### config.mk
export PLATFORM = sky130hd
export DESIGN_NAME = mevh_ctrl
export DESIGN_NICKNAME = d
export VERILOG_FILES = /design/src/design/mesh_element_vertex_hash_core_defines.svh /design/src/design/mevh_pkg.sv /design/src/design/mevh_ctrl.sv
export SDC_FILE = /design/constraint.sdc
export NUM_CORES = 1
export LEC_CHECK = 0
export ABC_CLOCK_PERIOD_IN_PS = 3200
export BUFFER_PORTS_ARGS = -buffer_cell sky130_fd_sc_hd__buf_2
export CELL_PAD_IN_SITES_DETAIL_PLACEMENT = 1
export CELL_PAD_IN_SITES_GLOBAL_PLACEMENT = 2
export CORE_MARGIN = 2
export CORE_UTILIZATION = 22
export CTS_BUF_LIST = sky130_fd_sc_hd__clkbuf_4 sky130_fd_sc_hd__clkbuf_8
export DETAILED_ROUTE_END_ITERATION = 6
export HOLD_SLACK_MARGIN = 0.06
export PLACE_DENSITY = 0.93
export SYNTH_ARGS = -nofsm -noshare
export SYNTH_HDL_FRONTEND = slang
export SYNTH_SLANG_ARGS = --single-unit
### constraint.sdc
create_clock -name clk -period 3.2 [get_ports clk]
set_input_delay 0.16 -clock clk [delete_from_list [all_inputs] [get_ports clk]]
set_output_delay 0.16 -clock clk [all_outputs]
set_load 0.02 [all_outputs]
### src/design/mesh_element_vertex_hash_core_defines.svh
// ---------------------------------------------------------------------------
// mesh_element_vertex_hash_core_defines
// Assertion macros for the vertex hash core.
// ---------------------------------------------------------------------------
`ifndef MESH_ELEMENT_VERTEX_HASH_CORE_DEFINES_SVH
`define MESH_ELEMENT_VERTEX_HASH_CORE_DEFINES_SVH

`ifndef NO_ASSERTIONS
// Same-cycle implication, checked on clk, disabled in reset.
`define MEVH_ASSERT_SAME(label, a, c) \
  label: assert property (@(posedge clk) disable iff (rst) (a) |-> (c)) \
    else $error("mevh check failed");
// Next-cycle implication, checked on clk, disabled in reset.
`define MEVH_ASSERT_NEXT(label, a, c) \
  label: assert property (@(posedge clk) disable iff (rst) (a) |=> (c)) \
    else $error("mevh check failed");
`else
`define MEVH_ASSERT_SAME(label, a, c)
`define MEVH_ASSERT_NEXT(label, a, c)
`endif

`endif

### src/design/mevh_pkg.sv
`timescale 1ns / 1ps
// ---------------------------------------------------------------------------
// mevh_pkg
// Types and codes shared by the vertex hash core.
// ---------------------------------------------------------------------------
package mevh_pkg;

  localparam int NUM_VERT_FIELDS = 8;
  localparam int ID_W            = 12;

  localparam logic [2:0] STAT_OK        = 3'd0;
  localparam logic [2:0] STAT_BAD_COUNT = 3'd1;
  localparam logic [2:0] STAT_EMPTY     = 3'd2;
  localparam logic [2:0] STAT_NOT_FOUND = 3'd3;
  localparam logic [2:0] STAT_FULL      = 3'd4;
  localparam logic [2:0] STAT_RANGE     = 3'd5;

  localparam logic CMD_INSERT = 1'b0;
  localparam logic CMD_LOOKUP = 1'b1;

  localparam logic CFG_VERTEX_LIMIT  = 1'b0;
  localparam logic CFG_ELEMENT_LIMIT = 1'b1;

  typedef struct packed {
    logic                                  command;
    logic [3:0]                            vertex_count;
    logic [ID_W-1:0]                       element_index;
    logic [NUM_VERT_FIELDS-1:0][ID_W-1:0] vert;
  } item_t;

  typedef enum logic [3:0] {
    S_CLEAR, S_IDLE, S_CHECK, S_SORT, S_FILL_RD, S_FILL_CHK,
    S_INS_WR, S_INS_ROW, S_SCAN_RD, S_SCAN_ROW, S_SCAN_CMP, S_DONE
  } state_t;

  typedef struct packed {
    logic clear_step;
    logic load;
    logic sort_step;
    logic fill_rd;
    logic fill_chk;
    logic ins_wr;
    logic ins_row;
    logic scan_rd;
    logic scan_row;
    logic scan_cmp;
    logic emit;
  } cmd_t;

  typedef struct packed {
    logic clear_last;
    logic err;
    logic lookup;
    logic full;
    logic empty;
    logic sort_last;
    logic hit;
    logic scan_last;
    logic out_busy;
  } stat_t;

endpackage

### src/design/mevh_ctrl.sv
`timescale 1ns / 1ps
// ---------------------------------------------------------------------------
// mevh_ctrl
// Sequencer: clear sweep, check, sort, bucket insert or scan, emit.
// ---------------------------------------------------------------------------
module mevh_ctrl (
  input  logic           clk,
  input  logic           rst,
  input  logic           s_tvalid,
  output logic           s_tready,
  input  mevh_pkg::stat_t stat,
  output mevh_pkg::cmd_t  cmd
);
  import mevh_pkg::*;

  state_t state, state_next;

  always_ff @(posedge clk) begin
    if (rst) begin
      state <= S_CLEAR;
    end else begin
      state <= state_next;
    end
  end

  always_comb begin
    state_next = state;
    case (state)
      S_CLEAR:    if (stat.clear_last) state_next = S_IDLE;
      S_IDLE:     if (s_tvalid) state_next = S_CHECK;
      S_CHECK:    state_next = stat.err ? S_DONE : S_SORT;
      S_SORT:     if (stat.sort_last) state_next = S_FILL_RD;
      S_FILL_RD:  state_next = S_FILL_CHK;
      S_FILL_CHK: begin
        if (stat.lookup) begin
          state_next = stat.empty ? S_DONE : S_SCAN_RD;
        end else begin
          state_next = stat.full ? S_DONE : S_INS_WR;
        end
      end
      S_INS_WR:   state_next = S_INS_ROW;
      S_INS_ROW:  state_next = S_DONE;
      S_SCAN_RD:  state_next = S_SCAN_ROW;
      S_SCAN_ROW: state_next = S_SCAN_CMP;
      S_SCAN_CMP: state_next = (stat.hit || stat.scan_last) ? S_DONE : S_SCAN_RD;
      S_DONE:     if (!stat.out_busy) state_next = S_IDLE;
      default:    state_next = S_CLEAR;
    endcase
  end

  always_comb begin
    cmd      = '0;
    s_tready = 1'b0;
    case (state)
      S_CLEAR:    cmd.clear_step = 1'b1;
      S_IDLE: begin
        s_tready = 1'b1;
        cmd.load = s_tvalid;
      end
      S_SORT:     cmd.sort_step = 1'b1;
      S_FILL_RD:  cmd.fill_rd = 1'b1;
      S_FILL_CHK: cmd.fill_chk = 1'b1;
      S_INS_WR:   cmd.ins_wr = 1'b1;
      S_INS_ROW:  cmd.ins_row = 1'b1;
      S_SCAN_RD:  cmd.scan_rd = 1'b1;
      S_SCAN_ROW: cmd.scan_row = 1'b1;
      S_SCAN_CMP: cmd.scan_cmp = 1'b1;
      S_DONE:     cmd.emit = !stat.out_busy;
      default:    cmd = '0;
    endcase
  end

endmodule

# ---- After elaboration in Yosys (flattened, before gate mapping)
# Cells that the tools add are included.
dict set report totals {
  regBits 4
  output_inout_bits 12
  inputBits 12
  elab_cells 42
}
dict set report classes {
  n_reduce_logical 4
  n_eq_ne 15
  mux 22
}
# op count
set op_table {}
lappend op_table {{4-bit one-hot mux with 12 select lines} 1}
lappend op_table {{4-bit two-way mux} 7}
lappend op_table {{4-bit by 3-bit == test with 1-bit output, second input constant} 4}
lappend op_table {{4-bit == test, second input constant} 4}
lappend op_table {{1-bit two-way mux} 12}
lappend op_table {{4-bit by 2-bit == test with 1-bit output, second input constant} 2}
lappend op_table {{2-bit inequality test, second input constant} 4}
lappend op_table {{4-bit by 1-bit == test with 1-bit output, second input constant} 1}
lappend op_table {{4-bit logical NOT} 1}
lappend op_table {{2-bit two-way mux} 2}
lappend op_table {{4-bit AND reduction} 1}
lappend op_table {{1-bit logical NOT} 1}
lappend op_table {{1-bit logical OR} 1}

# ---- Depth between registers and ports, before layout
# Gate-level depths: netlist of the first run.
dict set report logic_depth {
  word_depth 3
  ltp_mapped 6
  depth_no_buf 5
}

# ---- Worst setup path after synthesis of the first run
# Ideal clock, no wire load.
dict set report synth_timing {
  path_kind {reg2out}
  from {register state[2]}
  to {output cmd[9] (netlist bit)}
  arrival_ps 1289
  slack_ps 1751
  n_path_buf 0
  stages_incl_launch_ff 4
  t_required_ps 3040
  path_cell_list {dfxtp_1 or2_2 nor2_1 and2_1}
}
# item line_no
set synth_lines {}
lappend synth_lines {{from (decl)} mevh_ctrl.sv:16} ;# state_t state, state_next;
lappend synth_lines {{from (signal assigned)} mevh_ctrl.sv:22} ;# state <= state_next;
lappend synth_lines {{to (decl)} mevh_ctrl.sv:12} ;# output mevh_pkg::cmd_t cmd

# ---- Worst setup path in the final report of the first run
dict set report layout_timing {
  from {register state[1]}
  to {register state[1]}
}
dict set report layout_via {
  elab_chain_len 3
  elab_cells_between_ends 18
  cone_classes {eq/ne: 15; mux: 1; reduce/logical: 2}
}
# item line_no
set layout_lines {}
lappend layout_lines {{4-bit by 2-bit == test with 1-bit output, or another cell as far along} mevh_ctrl.sv:28} ;# case (state)
lappend layout_lines {{2-bit inequality test (no line)} n/a}
lappend layout_lines {{4-bit AND reduction (no line)} n/a}
# Several ways; a longest one is shown, not always the timed one.
# A chain may end at the register's enable or synchronous reset.

==> impl_metrics.env, run 1 <==
export IMPL_regMostFlops="state"
export IMPL_pin_count=24
export IMPL_worstSetupEndpointType="flip-flop"
export IMPL_grt_pass1_wl_microns=1930
export IMPL_gp_congestion=0.757
export IMPL_synth_edff_count=0
export IMPL_power_density_mw_per_mm2=764
export IMPL_clock_latency_ps=230
export IMPL_setup_viol=0
export IMPL_combinationalPowerShare_pct=55.6
export IMPL_synth_seq_cells=4
export IMPL_fin_ws_ps=1400
export IMPL_yosysWarnings=0
export IMPL_place_ws_ps=1400
export IMPL_holdBufCountCts=0
export IMPL_synthFlopType="dfxtp_1"
export IMPL_synth_most_common_cell="nor2_1"
export IMPL_initial_utilization_pct=24.3
export IMPL_skew_ps=2.77
export IMPL_fin_util_pct=33.3
export IMPL_p_leak_nw=0.241
export IMPL_top_regs="state: 4 flops"
export IMPL_wirelength_microns=1160
export IMPL_finalMaxSlewViolations=0
export IMPL_cp_required_ps=3360
export IMPL_nNetsFinal=94
export IMPL_syn_num_nets=69
export IMPL_path_class="reg -> reg"
export IMPL_intPower_mw=0.198
export IMPL_fmax_mhz=555
export IMPL_area_growth_pct=37.0
export IMPL_htree_levels=1
export IMPL_viasPerCell=4.99
export IMPL_status="completed"
export IMPL_timing_final_crit_share_pct=56.3
export IMPL_grt_overflow=0
export IMPL_drive_gt1_share_pct=37.5
export IMPL_grt_max_degree=15
export IMPL_clkTransAtPathRegs_ps=40
export IMPL_swShare_pct=49.9
export IMPL_yosysSeqAreaShare_pct=21.1
export IMPL_cts_sinks=4
export IMPL_ant_nets=0
export IMPL_yosysTopAreaCell="dfxtp_1"
export IMPL_grt_pass1_vias=455
export IMPL_numCtsBuffers=3
export IMPL_synth_top_area_share_pct=21.1
export IMPL_dr_total_vias=479
export IMPL_routedWlPerCell_microns=12.1
export IMPL_fin_crit_ps=1800
export IMPL_cts_tree="built"
export IMPL_syn_avg_cell_area_sq_um=6.65
export IMPL_netlist_top_cells_area="dfxtp_1 21%, nor2_1 12%, nand2_1 6.9%"
export IMPL_antenna_found_initial=0
export IMPL_clock_path_buffers=2
export IMPL_finalHoldViolCount=0
export IMPL_crit_fanout=14
export IMPL_firstDrtPassIters=4
export IMPL_arrival_ps=1960
export IMPL_worstSetupStartpointType="flip-flop"
export IMPL_largest_reg_flops=4
export IMPL_synth_area_sq_um=379
export IMPL_hpwl_microns=944
export IMPL_max_slew_margin_pct=68.3
export IMPL_synth_cells=57
export IMPL_min_delay_path_class="in -> reg"
export IMPL_placementRows=14
export IMPL_peakVddDrop_v=0.000405
export IMPL_post_cts_resized=0
export IMPL_switching_power_mw=0.198
export IMPL_root_buffer="clkbuf_4"
export IMPL_tns_ps=0
export IMPL_core_area_sq_mm=0.00156
export IMPL_pwr_share_seq_pct=29.7
export IMPL_drc=0
export IMPL_die_h_microns=45.5
export IMPL_async_flop_share_pct=0
export IMPL_n_antenna_cell=0
export IMPL_cts_setup_buffers=0
export IMPL_synth_common_cells="12 x nor2_1, 7 x nand2_1, 5 x nor3_1, 4 x a21oi_1, 4 x dfxtp_1"
export IMPL_drt_initial_drc_count=3
export IMPL_rsz0062_at_grt="false"
export IMPL_portBuffers=23
export IMPL_worst_pin_slew_ps=476
export IMPL_p_clk_share_pct=14.8
export IMPL_grt_use_total_pct=12.6
export IMPL_ys_types=24
export IMPL_die_w_microns=45.5
export IMPL_fp_dieArea_sq_mm=0.00207
export IMPL_max_cap_violations=0
==> worst paths after layout <==
path / to / start / slack (ps) / depth (start not counted)
worst min register to register: state[0] / state[0] / 620 / 2
worst max-delay path: state[1] / state[1] / 1400 / 5
worst max register to register: state[1] / state[1] / 1400 / 5
worst min-delay path: state[0] / rst / 140 / 2
==> logic make-up after synthesis <==
| family | Yosys count | synth area share (%) |
|---|---|---|
| DFF | 4 | 21.1 |
| muxes | 1 | 2.64 |
| AOI/OAI and AO/OA | 15 | 30.0 |
| buffers and inverters | 6 | 7.59 |
| and+or+nand+nor | 31 | 38.6 |
==> cell usage in the layout, fill, tap and decap left out, types with 2 or more instances in the layout <==
cell       n
nand2_1    7
clkbuf_4   3
nor3b_1    2
nor2_1    12
buf_2     23
inv_1      2
a31oi_1    3
o31ai_1    2
nor3_1     5
dfxtp_1    4
a21oi_1    4
==> final cells by class <==
type	instances	area [sq um]
fillers	221	1040
multi-input cells	47	270
repair buffers	23	115
flip-flops and latches	4	80.1
clock buffers	3	22.5
well taps	16	20.0
inverters	3	11.3
==> through the flow <==
step,hold slack [ps],power [mW],area (sq um),std cells
floorplan,229,0.282,379,57
global placement,370,0.337,497,93
detailed placement,372,0.341,497,93
CTS,128,0.403,519,96
global route,136,0.435,519,96
finish,135,0.396,519,96
==> worst max-delay path, stage by stage, from the launching register on <==
cell     delay, ps
dfxtp_1        610
nor3_1         120
a31oi_1        190
o32ai_2        130
or4b_1         530
a21oi_1        160
==> layer usage <==
metal	up-vias	wire [microns]	global-route usage (%)
met1	209	581	16.7
li1	252	-	-
met3	0	85	3.97
met5	-	0	0
met2	18	492	20.3
met4	0	0	1.76
==> power by group through the flow <==
stage          combinational [mW]  clock, mW  sequential [mW]
2_1_floorplan               0.203          0           0.0785
3_5_place_dp                0.222          0            0.119
6_report                    0.220     0.0585            0.118
3_3_place_gp                0.221          0            0.116
4_1_cts                     0.223     0.0620            0.119
5_1_grt                     0.246     0.0647            0.125
Note: power is estimated with default switching activity, not from simulation.
==> inputs of run 2 (changes only) <==
--- a/config.mk
+++ b/config.mk
@@ -5,16 +5,17 @@
 export SDC_FILE = /design/constraint.sdc
 export NUM_CORES = 1
 export LEC_CHECK = 0
-export ABC_CLOCK_PERIOD_IN_PS = 3200
+export ABC_AREA = 1
+export ABC_CLOCK_PERIOD_IN_PS = 1600
 export BUFFER_PORTS_ARGS = -buffer_cell sky130_fd_sc_hd__buf_2
 export CELL_PAD_IN_SITES_DETAIL_PLACEMENT = 1
 export CELL_PAD_IN_SITES_GLOBAL_PLACEMENT = 2
 export CORE_MARGIN = 2
-export CORE_UTILIZATION = 22
+export CORE_UTILIZATION = 17
 export CTS_BUF_LIST = sky130_fd_sc_hd__clkbuf_4 sky130_fd_sc_hd__clkbuf_8
 export DETAILED_ROUTE_END_ITERATION = 6
 export HOLD_SLACK_MARGIN = 0.06
-export PLACE_DENSITY = 0.93
+export PLACE_DENSITY = 0.82
 export SYNTH_ARGS = -nofsm -noshare
 export SYNTH_HDL_FRONTEND = slang
 export SYNTH_SLANG_ARGS = --single-unit
==> constraint.sdc (replaced) <==
create_clock -name clk -period 1.6 [get_ports clk]
set_input_delay 0.08 -clock clk [delete_from_list [all_inputs] [get_ports clk]]
set_output_delay 0.08 -clock clk [all_outputs]
set_load 0.02 [all_outputs]
==> impl_metrics.env, run 2 <==
export IMPL_intPower_mw=0.385
export IMPL_routedWlPerCell_microns=10.5
export IMPL_synth_xor_area_share_pct=0
export IMPL_hpwl_microns=1350
export IMPL_use_met1_pct=16.1
export IMPL_clock_latency_ps=230
export IMPL_synth_most_common_cell="nand2_1"
export IMPL_pin_count=24
export IMPL_cts_sinks=4
export IMPL_syn_avg_cell_area_sq_um=5.02
export IMPL_mostFrequentLayoutCells="25 x nand2_1, 23 x buf_2, 19 x nor2_1, 13 x inv_1, 6 x nand3_1"
export IMPL_layout_commonest_cell="nand2_1"
export IMPL_whs_ps=254
export IMPL_initial_utilization_pct=17.8
export IMPL_synth_simple_gate_area_share_pct=56.2
export IMPL_tns_ps=0
export IMPL_holdBufCountCts=1
export IMPL_crit_fanout=7
export IMPL_async_flop_share_pct=0
export IMPL_placementRows=18
export IMPL_netlist_top_cells_area="nand2_1 21%, dfxtp_1 18%, nor2_1 16%"
export IMPL_htree_levels=1
export IMPL_regMostFlops="state"
export IMPL_root_buffer="clkbuf_4"
export IMPL_largest_reg_flops=4
export IMPL_peakVddDrop_v=0.000583
export IMPL_drt_initial_drc_count=8
export IMPL_timing_final_crit_share_pct=85.1
export IMPL_synth_common_cells="25 x nand2_1, 19 x nor2_1, 13 x inv_1, 6 x nand3_1"
export IMPL_firstDrtPassIters=3
export IMPL_pwr_share_seq_pct=21.9
export IMPL_grt_overflow=0
export IMPL_numCtsBuffers=3
export IMPL_swShare_pct=52.8
export IMPL_antenna_found_initial=0
export IMPL_power_density_mw_per_mm2=1310
export IMPL_top_regs="state: 4 flops"
export IMPL_drive_gt1_share_pct=30.7
export IMPL_synth_top_area_share_pct=21.5
export IMPL_synthAdderAreaFrac_pct=0
export IMPL_setup_viol=0
export IMPL_die_w_microns=54.7
export IMPL_wirelength_microns=1520
export IMPL_ys_types=14
export IMPL_synthMuxAreaShare_pct=0
export IMPL_skew_ps=0.0315
export IMPL_met2_usage_pct=21.0
export IMPL_synthFlopType="dfxtp_1"
export IMPL_nNetsFinal=128
export IMPL_post_cts_resized=0
export IMPL_viasPerCell=4.07
export IMPL_synth_seq_cells=4
export IMPL_busiest_layer="met2"
export IMPL_syn_num_nets=99
export IMPL_grt_use_met3_pct=2.19
export IMPL_yosysWarnings=0
export IMPL_p_clk_share_pct=14.8
export IMPL_fmax_mhz=734
export IMPL_clkTransAtPathRegs_ps=30
export IMPL_whs_path_depth=5
export IMPL_max_slew_margin_pct=83.0
export IMPL_fp_dieArea_sq_mm=0.00299
export IMPL_yosysTopAreaCell="nand2_1"
export IMPL_combinationalPowerShare_pct=63.3
export IMPL_dr_total_vias=586
export IMPL_p_leak_nw=0.376
export IMPL_core_area_sq_mm=0.00245
export IMPL_worstSetupStartpointType="flip-flop"
export IMPL_switching_power_mw=0.431
export IMPL_die_h_microns=54.7
export IMPL_synth_top_family_by_area="simple AND/OR/NAND/NOR gates"
export IMPL_fin_crit_ps=1360
export IMPL_status="completed"
export IMPL_gp_congestion=0.865
export IMPL_grt_pass1_wl_microns=2680
export IMPL_synth_compound_area_share_pct=11.7
export IMPL_finalMaxSlewViolations=0
export IMPL_finalHoldViolCount=0
export IMPL_grt_use_total_pct=12.7
export IMPL_n_fill_cell=333
export IMPL_ant_nets=0
export IMPL_n_antenna_cell=0
export IMPL_clock_path_buffers=2
export IMPL_min_delay_path_class="in -> reg"
export IMPL_r2r_cells=6
export IMPL_worstSetupEndpointType="output pin"
export IMPL_cp_required_ps=1520
export IMPL_rsz0062_at_grt="false"
export IMPL_synth_area_sq_um=437
export IMPL_synth_cells=87
export IMPL_max_cap_violations=0
export IMPL_grt_pass1_vias=618
export IMPL_yosysSeqAreaShare_pct=18.3
export IMPL_arrival_ps=1280
export IMPL_drc=0
export IMPL_cts_setup_buffers=0
export IMPL_path_class="reg -> out"
export IMPL_cts_tree="built"
export IMPL_synth_edff_count=0
export IMPL_area_growth_pct=42.4
export IMPL_worst_pin_slew_ps=252
export IMPL_grt_max_degree=8
export IMPL_portBuffers=23
-- run 2: cell count changes in the layout (fill, tap and decap cells not counted), sizes merged, moves of 2 or more --
| cell | change |
|---|---|
| nand2 | +19 |
| inv | +13 |
| nand3 | +6 |
| o31ai | -2 |
| o32ai | -2 |
| nor3 | -5 |
| a31oi | -3 |
| nor2 | +11 |
| o21ai | +3 |
-- run 2: cells by family (layout without fill, tap and decap cells) --
kind of cell           after synthesis  count (layout)
and+or+nand+nor                     57              57
buffers and inverters               16              43
AOI/OAI and AO/OA                   10              10
DFF                                  4               4
-- run 2: power by group through the flow --
stage	logic [mW]	clock network, mW	registers [mW]
global placement	0.529	0	0.177
detailed placement	0.519	0	0.179
floorplan	0.372	0	0.170
finish	0.517	0.121	0.179
CTS	0.524	0.129	0.177
global route	0.597	0.140	0.184
-- run 2: metrics by stage --
step / instance area [sq um] / utilization, % / worst slack, ps / power [mW] / instances
floorplan: 437 / - / 271 / 0.542 / 87
global placement: 589 / 24.0 / 295 / 0.706 / 140
detailed placement: 589 / 24.0 / 290 / 0.698 / 140
CTS: 622 / 25.3 / 231 / 0.830 / 144
global route: 622 / 25.3 / 99.6 / 0.920 / 144
finish: 622 / 25.3 / 238 / 0.816 / 144
-- run 2: area by class of cell --
class | instances | area, sq um | share of cell area (%)
multi-input combinational | 67 | 297 | 47.7
tap | 30 | 37.5 | 6.04
clock buffer | 3 | 22.5 | 3.62
inverter | 16 | 60.1 | 9.66
timing repair buffer | 24 | 125 | 20.1
sequential | 4 | 80.1 | 12.9
-- run 2: final timing paths --
check | startpoint | slack (ps) | endpoint
worst max register to register | state[3] | 290 | state[2]
worst max-delay path | state[0] | 240 | cmd[9]
worst min-delay path | stat[7] | 250 | state[3]
worst min register to register | state[0] | 590 | state[0]
-- run 2: layer usage --
metal  wire length (microns)  share of wire (%)
met5                       0                  0
met4                      14               0.92
met3                      63                4.2
met2                     734                 48
met1                     705                 46
-- run 2: worst max-delay path, stage by stage, from the launching register on --
cell and delay [ps]:
dfxtp_1 450, inv_1 100, nor2_2 160, nand2_1 90
nor2_1 90, buf_2 160
